<file path="src/hdl/bmp24_stream_decoder_defines.svh">
// assertion macros used by the bmp24 stream decoder
`ifndef BMP24_STREAM_DECODER_DEFINES_SVH
`define BMP24_STREAM_DECODER_DEFINES_SVH

// same-cycle implication, checked on every rising edge outside reset
`define BMP24_ASSERT_NOW(label, ante, cons, msg) \
  label: assert property (@(posedge clk) disable iff (rst) (ante) |-> (cons)) \
    else $error(msg);

// next-cycle implication, checked on every rising edge outside reset
`define BMP24_ASSERT_NEXT(label, ante, cons, msg) \
  label: assert property (@(posedge clk) disable iff (rst) (ante) |=> (cons)) \
    else $error(msg);

`endif

</file>
<file path="src/hdl/bmp24_pkg.sv">
// types and constants of the 24-bit bmp stream decoder
package bmp24_pkg;

  // largest accepted image width and height
  localparam int unsigned MAX_DIM = 4096;
  // width of the dimension, row and column counters
  localparam int unsigned DIM_W = $clog2(MAX_DIM + 1);
  // width of the row and column result fields
  localparam int unsigned COORD_W = 12;

  // header layout and expected values
  localparam int unsigned HDR_LEN = 54;
  localparam int unsigned INFO_LEN = 40;
  localparam int unsigned BPP_WANTED = 24;
  localparam logic [7:0] SIG_FIRST = 8'h42;
  localparam logic [7:0] SIG_SECOND = 8'h4D;

  // first byte index after the signature, and byte index at which each little-endian header field completes
  localparam logic [5:0] IDX_FIRST = 6'd2;
  localparam logic [5:0] IDX_PIX_OFFSET = 6'd13;
  localparam logic [5:0] IDX_INFO_SIZE = 6'd17;
  localparam logic [5:0] IDX_WIDTH = 6'd21;
  localparam logic [5:0] IDX_HEIGHT = 6'd25;
  localparam logic [5:0] IDX_PLANES_BPP = 6'd29;
  localparam logic [5:0] IDX_COMPRESSION = 6'd33;
  localparam logic [5:0] IDX_HEADER_END = 6'(HDR_LEN - 1);

  // decoder phase
  typedef enum logic [2:0] {
    PH_SIG0    = 3'd0,
    PH_SIG1    = 3'd1,
    PH_HEADER  = 3'd2,
    PH_SKIP    = 3'd3,
    PH_PIXEL   = 3'd4,
    PH_PAD     = 3'd5,
    PH_TAILPAD = 3'd6,
    PH_ERROR   = 3'd7
  } phase_t;

  // result kind
  typedef enum logic [1:0] {
    KIND_PIXEL      = 2'd0,
    KIND_BAD_SIG    = 2'd1,
    KIND_BAD_INFO   = 2'd2,
    KIND_BAD_FORMAT = 2'd3
  } kind_t;

  // one result item
  typedef struct packed {
    kind_t               kind;
    logic [7:0]          red;
    logic [7:0]          green;
    logic [7:0]          blue;
    logic [COORD_W-1:0]  row;
    logic [COORD_W-1:0]  column;
    logic                last_pixel;
  } result_t;

endpackage

</file>
<file path="src/hdl/bmp24_in_if.sv">
// byte stream channel into the decoder
interface bmp24_in_if;
  logic       valid;
  logic       ready;
  logic [7:0] data_byte;

  modport source (output valid, output data_byte, input ready);
  modport sink (input valid, input data_byte, output ready);
endinterface

</file>
<file path="src/hdl/bmp24_out_if.sv">
// result channel out of the decoder
interface bmp24_out_if;
  logic        valid;
  logic        ready;
  logic [1:0]  kind;
  logic [7:0]  red;
  logic [7:0]  green;
  logic [7:0]  blue;
  logic [11:0] row;
  logic [11:0] column;
  logic        last_pixel;

  modport source (output valid, output kind, output red, output green, output blue,
                  output row, output column, output last_pixel, input ready);
  modport sink (input valid, input kind, input red, input green, input blue,
                input row, input column, input last_pixel, output ready);
endinterface

</file>
<file path="src/hdl/bmp24_stream_decoder.sv">
// Streaming decoder for 24-bit uncompressed BMP files: takes one file byte per
// cycle on stream while stream.ready is high and returns pixels (blue, green, red
// grouped, bottom row first, row padding dropped) or a single error item on
// result. Each byte is decoded by the phase registers and a short step of counter
// logic in the cycle it is accepted; its result, if any, goes to the result
// register, or to the one-item skid stage while the sink stalls, so stream.ready
// stays high while the sink stalls and falls only once both hold an item, so the
// sustained rate is one byte per cycle. After an error every byte is dropped until
// reset; after the last pixel and its row padding the block waits for a new file.
`include "bmp24_stream_decoder_defines.svh"

module bmp24_stream_decoder (
  input  logic         clk,
  input  logic         rst,
  bmp24_in_if.sink     stream,
  bmp24_out_if.source  result
);

  // position of a byte inside one pixel
  localparam logic [1:0] BIP_BLUE  = 2'd0;
  localparam logic [1:0] BIP_GREEN = 2'd1;
  localparam logic [1:0] BIP_RED   = 2'd2;

  localparam int unsigned DW = bmp24_pkg::DIM_W;

  bmp24_pkg::phase_t  phase, phase_next;
  logic [5:0]         header_index, header_index_next;
  logic [31:0]        header_word, header_word_next;
  logic [DW-1:0]      image_width, image_width_next;
  logic [DW-1:0]      image_height, image_height_next;
  logic [31:0]        skip_count, skip_count_next;
  logic [15:0]        held_bytes, held_bytes_next;
  logic [1:0]         byte_in_pixel, byte_in_pixel_next;
  logic [DW-1:0]      row_count, row_count_next;
  logic [DW-1:0]      column_count, column_count_next;
  logic [1:0]         pad_count, pad_count_next;

  logic               accept;
  logic               space;
  logic               res_push;
  bmp24_pkg::result_t res_data;

  logic [7:0]         b;
  logic [31:0]        hw_next;
  logic               dim_ok;
  logic               sig_ok;
  logic               info_ok;
  logic               fmt_ok;
  logic [DW-1:0]      col_inc;
  logic               row_end;
  logic [31:0]        skip_dec;
  logic [31:0]        pad_skip_next;

  assign accept       = stream.valid && stream.ready;
  assign stream.ready = space;
  assign b            = stream.data_byte;

  // shared decode terms
  assign hw_next  = {b, header_word[31:8]};
  assign dim_ok   = (hw_next != 32'd0) && (hw_next <= 32'(bmp24_pkg::MAX_DIM));
  assign sig_ok   = (held_bytes == {8'h00, bmp24_pkg::SIG_FIRST}) &&
                    (b == bmp24_pkg::SIG_SECOND);
  assign info_ok  = (hw_next == 32'(bmp24_pkg::INFO_LEN));
  assign fmt_ok   = (hw_next == 32'd0) && (held_bytes == 16'(bmp24_pkg::BPP_WANTED)) &&
                    (image_width != '0) && (image_height != '0) &&
                    (skip_count >= 32'(bmp24_pkg::HDR_LEN));
  assign col_inc  = column_count + DW'(1);
  assign row_end  = (col_inc >= image_width);
  assign skip_dec = skip_count - 32'd1;
  assign pad_skip_next = (skip_count != 32'd0) ? skip_dec : skip_count;

  // next phase
  always_comb begin
    phase_next = phase;
    unique case (phase)
      bmp24_pkg::PH_SIG0: phase_next = bmp24_pkg::PH_SIG1;
      bmp24_pkg::PH_SIG1: begin
        phase_next = sig_ok ? bmp24_pkg::PH_HEADER : bmp24_pkg::PH_ERROR;
      end
      bmp24_pkg::PH_HEADER: begin
        if ((header_index == bmp24_pkg::IDX_INFO_SIZE) && !info_ok) begin
          phase_next = bmp24_pkg::PH_ERROR;
        end else if ((header_index == bmp24_pkg::IDX_COMPRESSION) && !fmt_ok) begin
          phase_next = bmp24_pkg::PH_ERROR;
        end else if (header_index == bmp24_pkg::IDX_HEADER_END) begin
          phase_next = (skip_count == 32'd0) ? bmp24_pkg::PH_PIXEL : bmp24_pkg::PH_SKIP;
        end
      end
      bmp24_pkg::PH_SKIP: begin
        if (skip_dec == 32'd0) phase_next = bmp24_pkg::PH_PIXEL;
      end
      bmp24_pkg::PH_PIXEL: begin
        if ((byte_in_pixel != BIP_BLUE) && (byte_in_pixel != BIP_GREEN) && row_end) begin
          if (row_count == '0) begin
            phase_next = (pad_count != 2'd0) ? bmp24_pkg::PH_TAILPAD : bmp24_pkg::PH_SIG0;
          end else if (pad_count != 2'd0) begin
            phase_next = bmp24_pkg::PH_PAD;
          end
        end
      end
      bmp24_pkg::PH_PAD: begin
        if (pad_skip_next == 32'd0) phase_next = bmp24_pkg::PH_PIXEL;
      end
      bmp24_pkg::PH_TAILPAD: begin
        if (pad_skip_next == 32'd0) phase_next = bmp24_pkg::PH_SIG0;
      end
      bmp24_pkg::PH_ERROR: phase_next = bmp24_pkg::PH_ERROR;
      default: phase_next = bmp24_pkg::PH_ERROR;
    endcase
  end

  // counters, header capture and result item
  always_comb begin
    header_index_next  = header_index;
    header_word_next   = header_word;
    image_width_next   = image_width;
    image_height_next  = image_height;
    skip_count_next    = skip_count;
    held_bytes_next    = held_bytes;
    byte_in_pixel_next = byte_in_pixel;
    row_count_next     = row_count;
    column_count_next  = column_count;
    pad_count_next     = pad_count;
    res_push           = 1'b0;
    res_data           = '0;
    unique case (phase)
      bmp24_pkg::PH_SIG0: held_bytes_next = {8'h00, b};
      bmp24_pkg::PH_SIG1: begin
        if (sig_ok) begin
          header_index_next = bmp24_pkg::IDX_FIRST;
          header_word_next  = '0;
        end else begin
          res_push      = 1'b1;
          res_data.kind = bmp24_pkg::KIND_BAD_SIG;
        end
      end
      bmp24_pkg::PH_HEADER: begin
        header_word_next  = hw_next;
        header_index_next = header_index + 6'd1;
        case (header_index)
          bmp24_pkg::IDX_PIX_OFFSET: skip_count_next = hw_next;
          bmp24_pkg::IDX_INFO_SIZE: begin
            if (!info_ok) begin
              res_push      = 1'b1;
              res_data.kind = bmp24_pkg::KIND_BAD_INFO;
            end
          end
          bmp24_pkg::IDX_WIDTH: image_width_next = dim_ok ? hw_next[DW-1:0] : '0;
          bmp24_pkg::IDX_HEIGHT: image_height_next = dim_ok ? hw_next[DW-1:0] : '0;
          bmp24_pkg::IDX_PLANES_BPP: held_bytes_next = hw_next[31:16];
          bmp24_pkg::IDX_COMPRESSION: begin
            if (!fmt_ok) begin
              res_push      = 1'b1;
              res_data.kind = bmp24_pkg::KIND_BAD_FORMAT;
            end else begin
              skip_count_next = skip_count - 32'(bmp24_pkg::HDR_LEN);
              // (4 - width*3 mod 4) mod 4 reduces to width mod 4
              pad_count_next  = image_width[1:0];
            end
          end
          bmp24_pkg::IDX_HEADER_END: begin
            if (skip_count == 32'd0) begin
              byte_in_pixel_next = BIP_BLUE;
              column_count_next  = '0;
              row_count_next     = image_height - DW'(1);
            end
          end
          default: ;
        endcase
      end
      bmp24_pkg::PH_SKIP: begin
        skip_count_next = skip_dec;
        if (skip_dec == 32'd0) begin
          byte_in_pixel_next = BIP_BLUE;
          column_count_next  = '0;
          row_count_next     = image_height - DW'(1);
        end
      end
      bmp24_pkg::PH_PIXEL: begin
        case (byte_in_pixel)
          BIP_BLUE: begin
            held_bytes_next    = {8'h00, b};
            byte_in_pixel_next = BIP_GREEN;
          end
          BIP_GREEN: begin
            held_bytes_next    = {b, held_bytes[7:0]};
            byte_in_pixel_next = BIP_RED;
          end
          default: begin
            // red byte completes the pixel
            byte_in_pixel_next  = BIP_BLUE;
            column_count_next   = row_end ? '0 : col_inc;
            if (row_end) begin
              skip_count_next = 32'(pad_count);
              if (row_count != '0) row_count_next = row_count - DW'(1);
            end
            res_push            = 1'b1;
            res_data.kind       = bmp24_pkg::KIND_PIXEL;
            res_data.red        = b;
            res_data.green      = held_bytes[15:8];
            res_data.blue       = held_bytes[7:0];
            res_data.row        = bmp24_pkg::COORD_W'(row_count);
            res_data.column     = bmp24_pkg::COORD_W'(column_count);
            res_data.last_pixel = row_end && (row_count == '0);
          end
        endcase
      end
      bmp24_pkg::PH_PAD, bmp24_pkg::PH_TAILPAD: skip_count_next = pad_skip_next;
      bmp24_pkg::PH_ERROR: ;
      default: ;
    endcase
  end

  // state registers, advanced once per accepted byte
  always_ff @(posedge clk) begin
    if (rst) begin
      phase         <= bmp24_pkg::PH_SIG0;
      header_index  <= '0;
      header_word   <= '0;
      image_width   <= '0;
      image_height  <= '0;
      skip_count    <= '0;
      held_bytes    <= '0;
      byte_in_pixel <= BIP_BLUE;
      row_count     <= '0;
      column_count  <= '0;
      pad_count     <= '0;
    end else if (accept) begin
      phase         <= phase_next;
      header_index  <= header_index_next;
      header_word   <= header_word_next;
      image_width   <= image_width_next;
      image_height  <= image_height_next;
      skip_count    <= skip_count_next;
      held_bytes    <= held_bytes_next;
      byte_in_pixel <= byte_in_pixel_next;
      row_count     <= row_count_next;
      column_count  <= column_count_next;
      pad_count     <= pad_count_next;
    end
  end

  // result register and skid stage
  bmp24_out_stage u_out_stage (
    .clk       (clk),
    .rst       (rst),
    .push      (accept && res_push),
    .push_data (res_data),
    .space     (space),
    .result    (result)
  );

  // checks
  `BMP24_ASSERT_NEXT(a_error_sticks, phase == bmp24_pkg::PH_ERROR, phase == bmp24_pkg::PH_ERROR, "left error phase without reset")
  `BMP24_ASSERT_NOW(a_stall_needs_result, !stream.ready, result.valid, "input stalled with no result waiting")
  `BMP24_ASSERT_NEXT(a_pixel_emitted, accept && (phase == bmp24_pkg::PH_PIXEL) && (byte_in_pixel == BIP_RED), result.valid, "completed pixel not presented")
  `BMP24_ASSERT_NOW(a_last_on_top_row, result.valid && result.last_pixel, (result.row == 12'd0) && (result.kind == bmp24_pkg::KIND_PIXEL), "last pixel flag off the top row")

endmodule

</file>
<file path="src/hdl/bmp24_out_stage.sv">
// result register with a skid stage, decoupling the decoder from the result sink
module bmp24_out_stage (
  input  logic               clk,
  input  logic               rst,
  input  logic               push,
  input  bmp24_pkg::result_t push_data,
  output logic               space,
  bmp24_out_if.source        result
);

  logic               main_valid;
  bmp24_pkg::result_t main_data;
  logic               skid_valid;
  bmp24_pkg::result_t skid_data;
  logic               take;

  // an item leaves when the sink takes the result register
  assign take  = main_valid && result.ready;
  assign space = !skid_valid;

  // control state
  always_ff @(posedge clk) begin
    if (rst) begin
      main_valid <= 1'b0;
      skid_valid <= 1'b0;
    end else if (!main_valid || take) begin
      main_valid <= skid_valid || push;
      skid_valid <= 1'b0;
    end else if (push) begin
      skid_valid <= 1'b1;
    end
  end

  // payload, refilled from the skid stage first
  always_ff @(posedge clk) begin
    if (!main_valid || take) begin
      main_data <= skid_valid ? skid_data : push_data;
    end else if (push) begin
      skid_data <= push_data;
    end
  end

  // drive the channel
  assign result.valid      = main_valid;
  assign result.kind       = main_data.kind;
  assign result.red        = main_data.red;
  assign result.green      = main_data.green;
  assign result.blue       = main_data.blue;
  assign result.row        = main_data.row;
  assign result.column     = main_data.column;
  assign result.last_pixel = main_data.last_pixel;

endmodule
</file>
<file path="src/flat_wrapper.sv">
// flat-port wrapper written by rule: the top's interface ports become plain ports
module bmp24_stream_decoder_flat 
  (clk, rst, stream_valid, stream_data_byte, stream_ready, result_valid, result_kind, result_red, result_green, result_blue, result_row, result_column, result_last_pixel, result_ready);
  bmp24_in_if stream_i ();
  bmp24_out_if result_i ();
  input  logic clk;
  input  logic rst;
  input wire logic [$bits(stream_i.valid)-1:0] stream_valid;
  input wire logic [$bits(stream_i.data_byte)-1:0] stream_data_byte;
  output wire logic [$bits(stream_i.ready)-1:0] stream_ready;
  output wire logic [$bits(result_i.valid)-1:0] result_valid;
  output wire logic [$bits(result_i.kind)-1:0] result_kind;
  output wire logic [$bits(result_i.red)-1:0] result_red;
  output wire logic [$bits(result_i.green)-1:0] result_green;
  output wire logic [$bits(result_i.blue)-1:0] result_blue;
  output wire logic [$bits(result_i.row)-1:0] result_row;
  output wire logic [$bits(result_i.column)-1:0] result_column;
  output wire logic [$bits(result_i.last_pixel)-1:0] result_last_pixel;
  input wire logic [$bits(result_i.ready)-1:0] result_ready;
  assign stream_i.valid = stream_valid;
  assign stream_i.data_byte = stream_data_byte;
  assign stream_ready = stream_i.ready;
  assign result_valid = result_i.valid;
  assign result_kind = result_i.kind;
  assign result_red = result_i.red;
  assign result_green = result_i.green;
  assign result_blue = result_i.blue;
  assign result_row = result_i.row;
  assign result_column = result_i.column;
  assign result_last_pixel = result_i.last_pixel;
  assign result_i.ready = result_ready;
  bmp24_stream_decoder u_core (.clk(clk), .rst(rst), .stream(stream_i), .result(result_i));
endmodule
</file>
<file path="config.mk">
export PLATFORM = sky130hd
export DESIGN_NAME = bmp24_stream_decoder_flat
export DESIGN_NICKNAME = d
export VERILOG_FILES = /design/src/hdl/bmp24_pkg.sv /design/src/hdl/bmp24_in_if.sv /design/src/hdl/bmp24_out_if.sv /design/src/hdl/bmp24_stream_decoder.sv /design/src/hdl/bmp24_out_stage.sv /design/src/flat_wrapper.sv
export VERILOG_INCLUDE_DIRS = /design/src /design/src/hdl
export SDC_FILE = /design/constraint.sdc
export NUM_CORES = 1
export LEC_CHECK = 0
export BUFFER_PORTS_ARGS = -buffer_cell sky130_fd_sc_hd__buf_2
export CORE_ASPECT_RATIO = 0.8
export CORE_MARGIN = 8
export CORE_UTILIZATION = 40
export DETAILED_ROUTE_END_ITERATION = 6
export HOLD_SLACK_MARGIN = 0.03
export SLEW_MARGIN = 20
export SYNTH_ARGS = -nofsm -noshare
export SYNTH_HDL_FRONTEND = slang
export SYNTH_SLANG_ARGS = --single-unit
</file>
<file path="constraint.sdc">
create_clock -name clk -period 5.7 [get_ports clk]
set_input_delay 1.14 -clock clk [delete_from_list [all_inputs] [get_ports clk]]
set_output_delay 1.14 -clock clk [all_outputs]
set_load 0.01 [all_outputs]
</file>
# Yosys cells after proc, flatten, opt, wreduce, memory -nomap -nowiden

Index checks and enable logic that the tools add are counted.

Register bits: 249
Logic and storage cells: 188
Output and inout port bits: 53

Bitwise logic cells: 1
Multiplexer cells: 59
Reductions and logical operators: 53
Equal/unequal tests: 38
$add $sub $neg: 6
Order comparisons: 3

Operator list:

| operator                | number |
|---|---|
| $mux W32                | 5 |
| $mux W13                | 12 |
| $logic_not A32 Y1       | 4 |
| $pmux W32 S2            | 2 |
| $pmux W32 S4            | 1 |
| $mux W49                | 2 |
| $pmux W13 S3            | 2 |
| $reduce_bool A32 Y1     | 2 |
| $mux W51                | 1 |
| $pmux W16 S3            | 1 |
| $reduce_bool A13 Y1     | 3 |
| $mux W3                 | 12 |
| $eq A32 B6 Y1 const B   | 1 |
| $ge A32 B6 Y1 const B   | 1 |
| $le A32 B13 Y1 const B  | 1 |
| $pmux W16 S2            | 1 |
| $sub A32 B1 Y32 const B | 1 |
| $sub A32 B6 Y32 const B | 1 |
| $sub A13 B1 Y13 const B | 2 |
| $eq A6 B5 Y1 const B    | 4 |
| $pmux W3 S8             | 1 |
| $ne A2 B1 Y1 const B    | 10 |
| $eq A16 B5 Y1 const B   | 1 |
| $eq A16 B7 Y1 const B   | 1 |
| 42 further kinds        | 88 |

# Longest topological paths before layout

Depth after elaboration: 10
Gate-level depth with buffers: 19
Mapped depth without buffers: 16

# By module

Synthesis repeated with hierarchy kept, for this count alone.

Cell total of the unflattened synthesis: 1,500
Area, all modules: 13,391.6 um^2

Modules (own cells, without submodules):

| module               | times used | area an instance (um^2) | sequential area each (um^2) | cells each |
|---|---|---|---|---|
| bmp24_stream_decoder | 1          | 9,391.5                 | 2,742.6                     | 1,332 |
| bmp24_out_stage      | 1          | 4,000.1                 | 3,103.0                     | 168 |

# Least setup slack after synthesis

Ideal clock, no wire load.

Kind: input port to flip-flop
Start point: input port result_ready
End point: register u_core.u_out_stage.skid_data[0] (netlist bit), enable pin
Arrival: 4.829 ns
Path slack: 0.405 ns
Cell stages on the path: 2
Path buffers: 0
Cells stage by stage: nand2b_1 > nor2b_1

Longest elaborated chain between the ends: 4

RTL lines:

| element                     | RTL line              | source |
|---|---|---|
| from (decl)                 | flat_wrapper.sv:19    | `input wire logic [$bits(result_i.ready)-1:0] result_ready;` |
| $logic_and A1 B1 Y1         | bmp24_out_stage.sv:18 | `assign take = main_valid && result.ready;` |
| $logic_or A1 B1 Y1          | bmp24_out_stage.sv:36 | `if (!main_valid \|\| take) begin` |
| $not A1 Y1 (no line)        | n/a                   |  |
| $reduce_and A2 Y1 (no line) | n/a                   |  |
| to (signal assigned)        | bmp24_out_stage.sv:39 | `skid_data <= push_data;` |
| to (decl)                   | bmp24_out_stage.sv:14 | `bmp24_pkg::result_t skid_data;` |

Every way passes these cells.
A chain may end at the register's enable or synchronous reset.

# Worst setup path in the final report

Start point: register u_core.column_count[0]
End point: register u_core.row_count[2]

Longest elaborated chain between the ends: 4

RTL lines:

| element                     | RTL line                    | source |
|---|---|---|
| from (decl)                 | bmp24_stream_decoder.sv:35  | `logic [DW-1:0] column_count, column_count_next;` |
| from (signal assigned)      | bmp24_stream_decoder.sv:238 | `column_count <= column_count_next;` |
| $add A13 B1 Y13             | bmp24_stream_decoder.sv:67  | `assign col_inc = column_count + DW'(1);` |
| $ge A13 B13 Y1              | bmp24_stream_decoder.sv:68  | `assign row_end = (col_inc >= image_width);` |
| $ne A2 B1 Y1 (no line)      | n/a                         |  |
| $reduce_and A8 Y1 (no line) | n/a                         |  |
| to (signal assigned)        | bmp24_stream_decoder.sv:237 | `row_count <= row_count_next;` |
| to (decl)                   | bmp24_stream_decoder.sv:34  | `logic [DW-1:0] row_count, row_count_next;` |

Every way passes these cells.

==> impl_summary.txt <==
----------------------------------------------------
[Run status]
  Outcome ... finished, violations left
  Violations in the final reports ... design-rule violations

[Worst setup path]
  Class of the most critical setup path ... reg2reg
  Largest fanout on the critical path ... 8
  Capturing element type of the critical path ... flop
  Worst EP required ... 6.17 ns
  Worst Setup Start Kind ... flop
  CP arrival ... 5.06 ns

[Routing]
  Average wire per standard cell ... 20.2 um
  Drt drc ... 4
  Average vias per placed instance ... 6.06
  Routed Antenna Nets ... 0
  DRT Pass-1 Iters ... 7
  Total via count after detailed routing ... 12006
  1st-iter DRT viols ... 1290
  Routed WL ... 40000 um

[Yosys]
  Seq/Total Area, Yosys ... 0.436
  Number of storage elements in the synthesis netlist ... 241
  Combinational family with the most area after synthesis ... simple AND/OR/NAND/NOR gates
  Post-synthesis net count ... 1562
  Xor/xnor cell area share of the yosys netlist ... 0.0340
  Cell types with the largest area share after synthesis ... sky130_fd_sc_hd__edfxtp_1, sky130_fd_sc_hd__dfxtp_1, sky130_fd_sc_hd__a21oi_1
  Top cell type by total area after synthesis ... sky130_fd_sc_hd__edfxtp_1
  Flip-flop cell with the highest count after synthesis ... sky130_fd_sc_hd__dfxtp_1
  Top-area cell type share of the netlist area ... 0.229
  Synth Area in Simple Gates ... 0.244
  Adder-Cell Fraction of Synth Area ... 0.0224
  Post-synthesis area per instance ... 8.78 sq um
  Warnings from Yosys ... 0
  Cells after Synth ... 1526
  Count of flip-flops with a built-in enable after synthesis ... 102
  Synth Area in Compound Gates ... 0.170
  Synth async-reset ratio ... 0
  Proportion of synthesized area in mux cells ... 0.0512
  Synth Cell Area ... 13400 sq um
  Count of cell types in the netlist ... 81

[Finish]
  Area growth from synthesis to layout ... 11.0%
  Layout cell share with drive strength beyond 1 ... 0.139
  Final cell count without fillers ... 1981
  Total area of sequential cells ... 5850 sq um
  FILL cells ... 3262
  Post-route core utilization ... 0.446
  Most used cells in the layout excluding fill and tap cells ... sky130_fd_sc_hd__nand2_1, sky130_fd_sc_hd__dfxtp_1, sky130_fd_sc_hd__nor2_1, sky130_fd_sc_hd__a21oi_1, sky130_fd_sc_hd__edfxtp_1
  Total Nets Final ... 1560
  Area occupied by multi-input gates ... 7030 sq um

[Floorplanning]
  Starting Density ... 0.402
  Placement Rows ... 60
  Width of the chip ... 221 um
  Die Y-Extent ... 180 um
  Total Die Area ... 39700 sq um
  Number of placed I/O pins ... 65
  Placeable core area ... 33300 sq um

[Timing]
  Final setup violating endpoints ... 0
  Final hold viol count ... 0
  Final Cycle Share ... 0.806
  Timing-limited maximum frequency ... 0.218 GHz
  Worst slew pin tran ... 1.03 ns
  Number of pins exceeding their max-slew limit in the final report ... 0
  Worst rel slew slack ... 0.306
  Final TNS setup ... 0 ns
  Final setup margin ... 1.11 ns
  Unrepaired setup endpoints after global routing ... false
  Worst Clk Skew ... 0.0182 ns
  Minimum clock period after layout ... 4.59 ns

[Clock tree]
  Clock tree root buffer cell ... sky130_fd_sc_hd__clkbuf_16
  Gates resized, CTS repair ... 0
  Number of buffers added by the clock tree synthesis step ... 27
  CTS H-Tree Depth ... 1
  Source-to-sink clock delay at the later pin of the worst-skew pair ... 0.55 ns
  Maximum clock insertion buffer count ... 3
  Clock tree from TritonCTS ... built
  # Post-CTS Setup Buffers ... 0
  Sink count of the clock tree ... 241
  Post-CTS clock slew at the launch and capture registers of the worst setup and hold paths ... 0.06 ns
  Number of hold buffers added after cts ... 0

[Pwr]
  Static Leak ... 0.00562 uW
  Areal power density over the cells ... 371 nW/um^2
  Worst IR Drop VDD ... 0.226 mV

[Global route]
  Overall track demand over capacity in global routing ... 0.197
  Grt ovf ... 0
  Largest net degree at the start of global routing ... 71
  Vias in the first global route ... 11204
  Global-route wire length before repair ... 63700 um
  Antenna violations before repair ... 0

[Placement]
  DP Wirelength ... 27200 um
  Final weighted congestion in routability-driven placement ... 0.933
  Setup WS pre-CTS ... 1.15 ns
  Post-placement cell count ... 1928
  Count of input and output buffers ... 64

[Worst hold path]
  Path class of the lowest-slack min-delay path ... reg2reg

[Job]
  Maxcap violations ... 0

----------------------------------------------------
## worst max-delay path: stages (launching register included)
cell and delay (ns):
sky130_fd_sc_hd__dfxtp_1 0.40, sky130_fd_sc_hd__ha_1 0.25, sky130_fd_sc_hd__and3_1 0.25, sky130_fd_sc_hd__and3_1 0.27
sky130_fd_sc_hd__and3_1 0.26, sky130_fd_sc_hd__nand3_1 0.12, sky130_fd_sc_hd__xnor2_1 0.16, sky130_fd_sc_hd__ha_1 0.33
sky130_fd_sc_hd__nand4_1 0.15, sky130_fd_sc_hd__o2bb2ai_1 0.57, sky130_fd_sc_hd__nor2_1 0.27, sky130_fd_sc_hd__or3_1 0.58
sky130_fd_sc_hd__a2111oi_4 0.62, sky130_fd_sc_hd__nand3_1 0.15, sky130_fd_sc_hd__o211ai_1 0.13
## logic make-up after synthesis
group,Yosys count
AO/OA/AOI/OAI,362
XOR/XNOR,52
AND/OR/NAND/NOR,640
flip-flops,241
buffers and inverters,145
adder cells (fa/ha/maj),24
multiplexers,62
## final timing paths
path / slack, ns / cells after the start / from / endpoint
max: 1.11 / 14 / u_core.column_count[0] / u_core.row_count[2]
min: 0.47 / 2 / u_core.held_bytes[8] / u_core.held_bytes[8]
max reg2reg: 1.11 / 14 / u_core.column_count[0] / u_core.row_count[2]
min reg2reg: 0.47 / 2 / u_core.held_bytes[8] / u_core.held_bytes[8]
## state kept, by name, summed over array words and instances (netlist names), 12 cells and up
| signal | flops |
|---|---|
| u_core.image_height | 13 |
| u_core.column_count | 13 |
| u_core.u_out_stage.result.row | 12 |
| u_core.u_out_stage.skid_data | 51 |
| u_core.u_out_stage.result.column | 12 |
| u_core.held_bytes | 16 |
| u_core.row_count | 13 |
| u_core.image_width | 13 |
| u_core.header_word | 24 |
| u_core.skip_count | 32 |
## stage by stage
stage	power [uW]	cell area, sq um	hold WS (ns)
2_1_floorplan	3340	13400	0.440
3_3_place_gp	3810	14000	0.452
3_5_place_dp	3830	14000	0.465
4_1_cts	5510	14900	0.473
5_1_grt	5790	14900	0.492
6_report	5510	14900	0.471
## cell type report
cell class	instances	area share
clock buffers	35	0.0488
diodes	2	0.000337
clock inverters	15	0.00766
multi-input cells	1140	0.473
flip-flops and latches	241	0.393
inverters	25	0.00631
well taps	434	0.0365
repair buffers	89	0.0343
## power by group
group	internal [uW]	leakage, uW	switching, uW	total (uW)
Combinational	597	0.00306	1180	1780
Clock	947	0.000412	717	1660
Sequential	1900	0.00215	173	2070
## synthesized netlist by cell type (4+ instances only)
library cell,count
sky130_fd_sc_hd__o311ai_0,4
sky130_fd_sc_hd__o32ai_1,12
sky130_fd_sc_hd__and3_1,60
sky130_fd_sc_hd__edfxtp_1,102
sky130_fd_sc_hd__mux2_2,52
sky130_fd_sc_hd__o21ai_0,79
sky130_fd_sc_hd__xor2_1,27
sky130_fd_sc_hd__nand3_1,95
sky130_fd_sc_hd__mux2i_1,10
sky130_fd_sc_hd__dfxtp_1,139
sky130_fd_sc_hd__or4_1,8
sky130_fd_sc_hd__or2_2,8
sky130_fd_sc_hd__nand4b_1,9
sky130_fd_sc_hd__a21oi_1,133
sky130_fd_sc_hd__o22ai_1,16
sky130_fd_sc_hd__a221oi_1,11
sky130_fd_sc_hd__buf_2,6
sky130_fd_sc_hd__a211oi_1,13
sky130_fd_sc_hd__o31ai_1,10
sky130_fd_sc_hd__nand2_1,139
sky130_fd_sc_hd__or3_1,13
sky130_fd_sc_hd__nand3b_1,8
sky130_fd_sc_hd__o211ai_1,13
sky130_fd_sc_hd__o21a_1,4
sky130_fd_sc_hd__nor2b_1,9
sky130_fd_sc_hd__nand4_1,18
sky130_fd_sc_hd__xnor2_1,25
sky130_fd_sc_hd__nor2_1,135
sky130_fd_sc_hd__inv_1,24
sky130_fd_sc_hd__nor3b_1,5
sky130_fd_sc_hd__a22oi_1,30
sky130_fd_sc_hd__clkbuf_1,108
sky130_fd_sc_hd__nand2b_1,8
sky130_fd_sc_hd__ha_1,24
sky130_fd_sc_hd__o41ai_1,5
sky130_fd_sc_hd__nor3_1,56
sky130_fd_sc_hd__nor4_1,42
sky130_fd_sc_hd__and2_1,7
## routing by layer
| layer | share of wire | global-route usage | vias to the layer above | wire length, um |
|---|---|---|---|---|
| met5 | 0 | 0 | - | 0 |
| met4 | 0.020 | 0.0538 | 0 | 820 |
| met3 | 0.092 | 0.0411 | 51 | 3690 |
| met2 | 0.42 | 0.283 | 529 | 16900 |
| met1 | 0.46 | 0.293 | 5760 | 18600 |
| li1 | - | - | 5666 | - |
(Power assumes the default switching activity.)
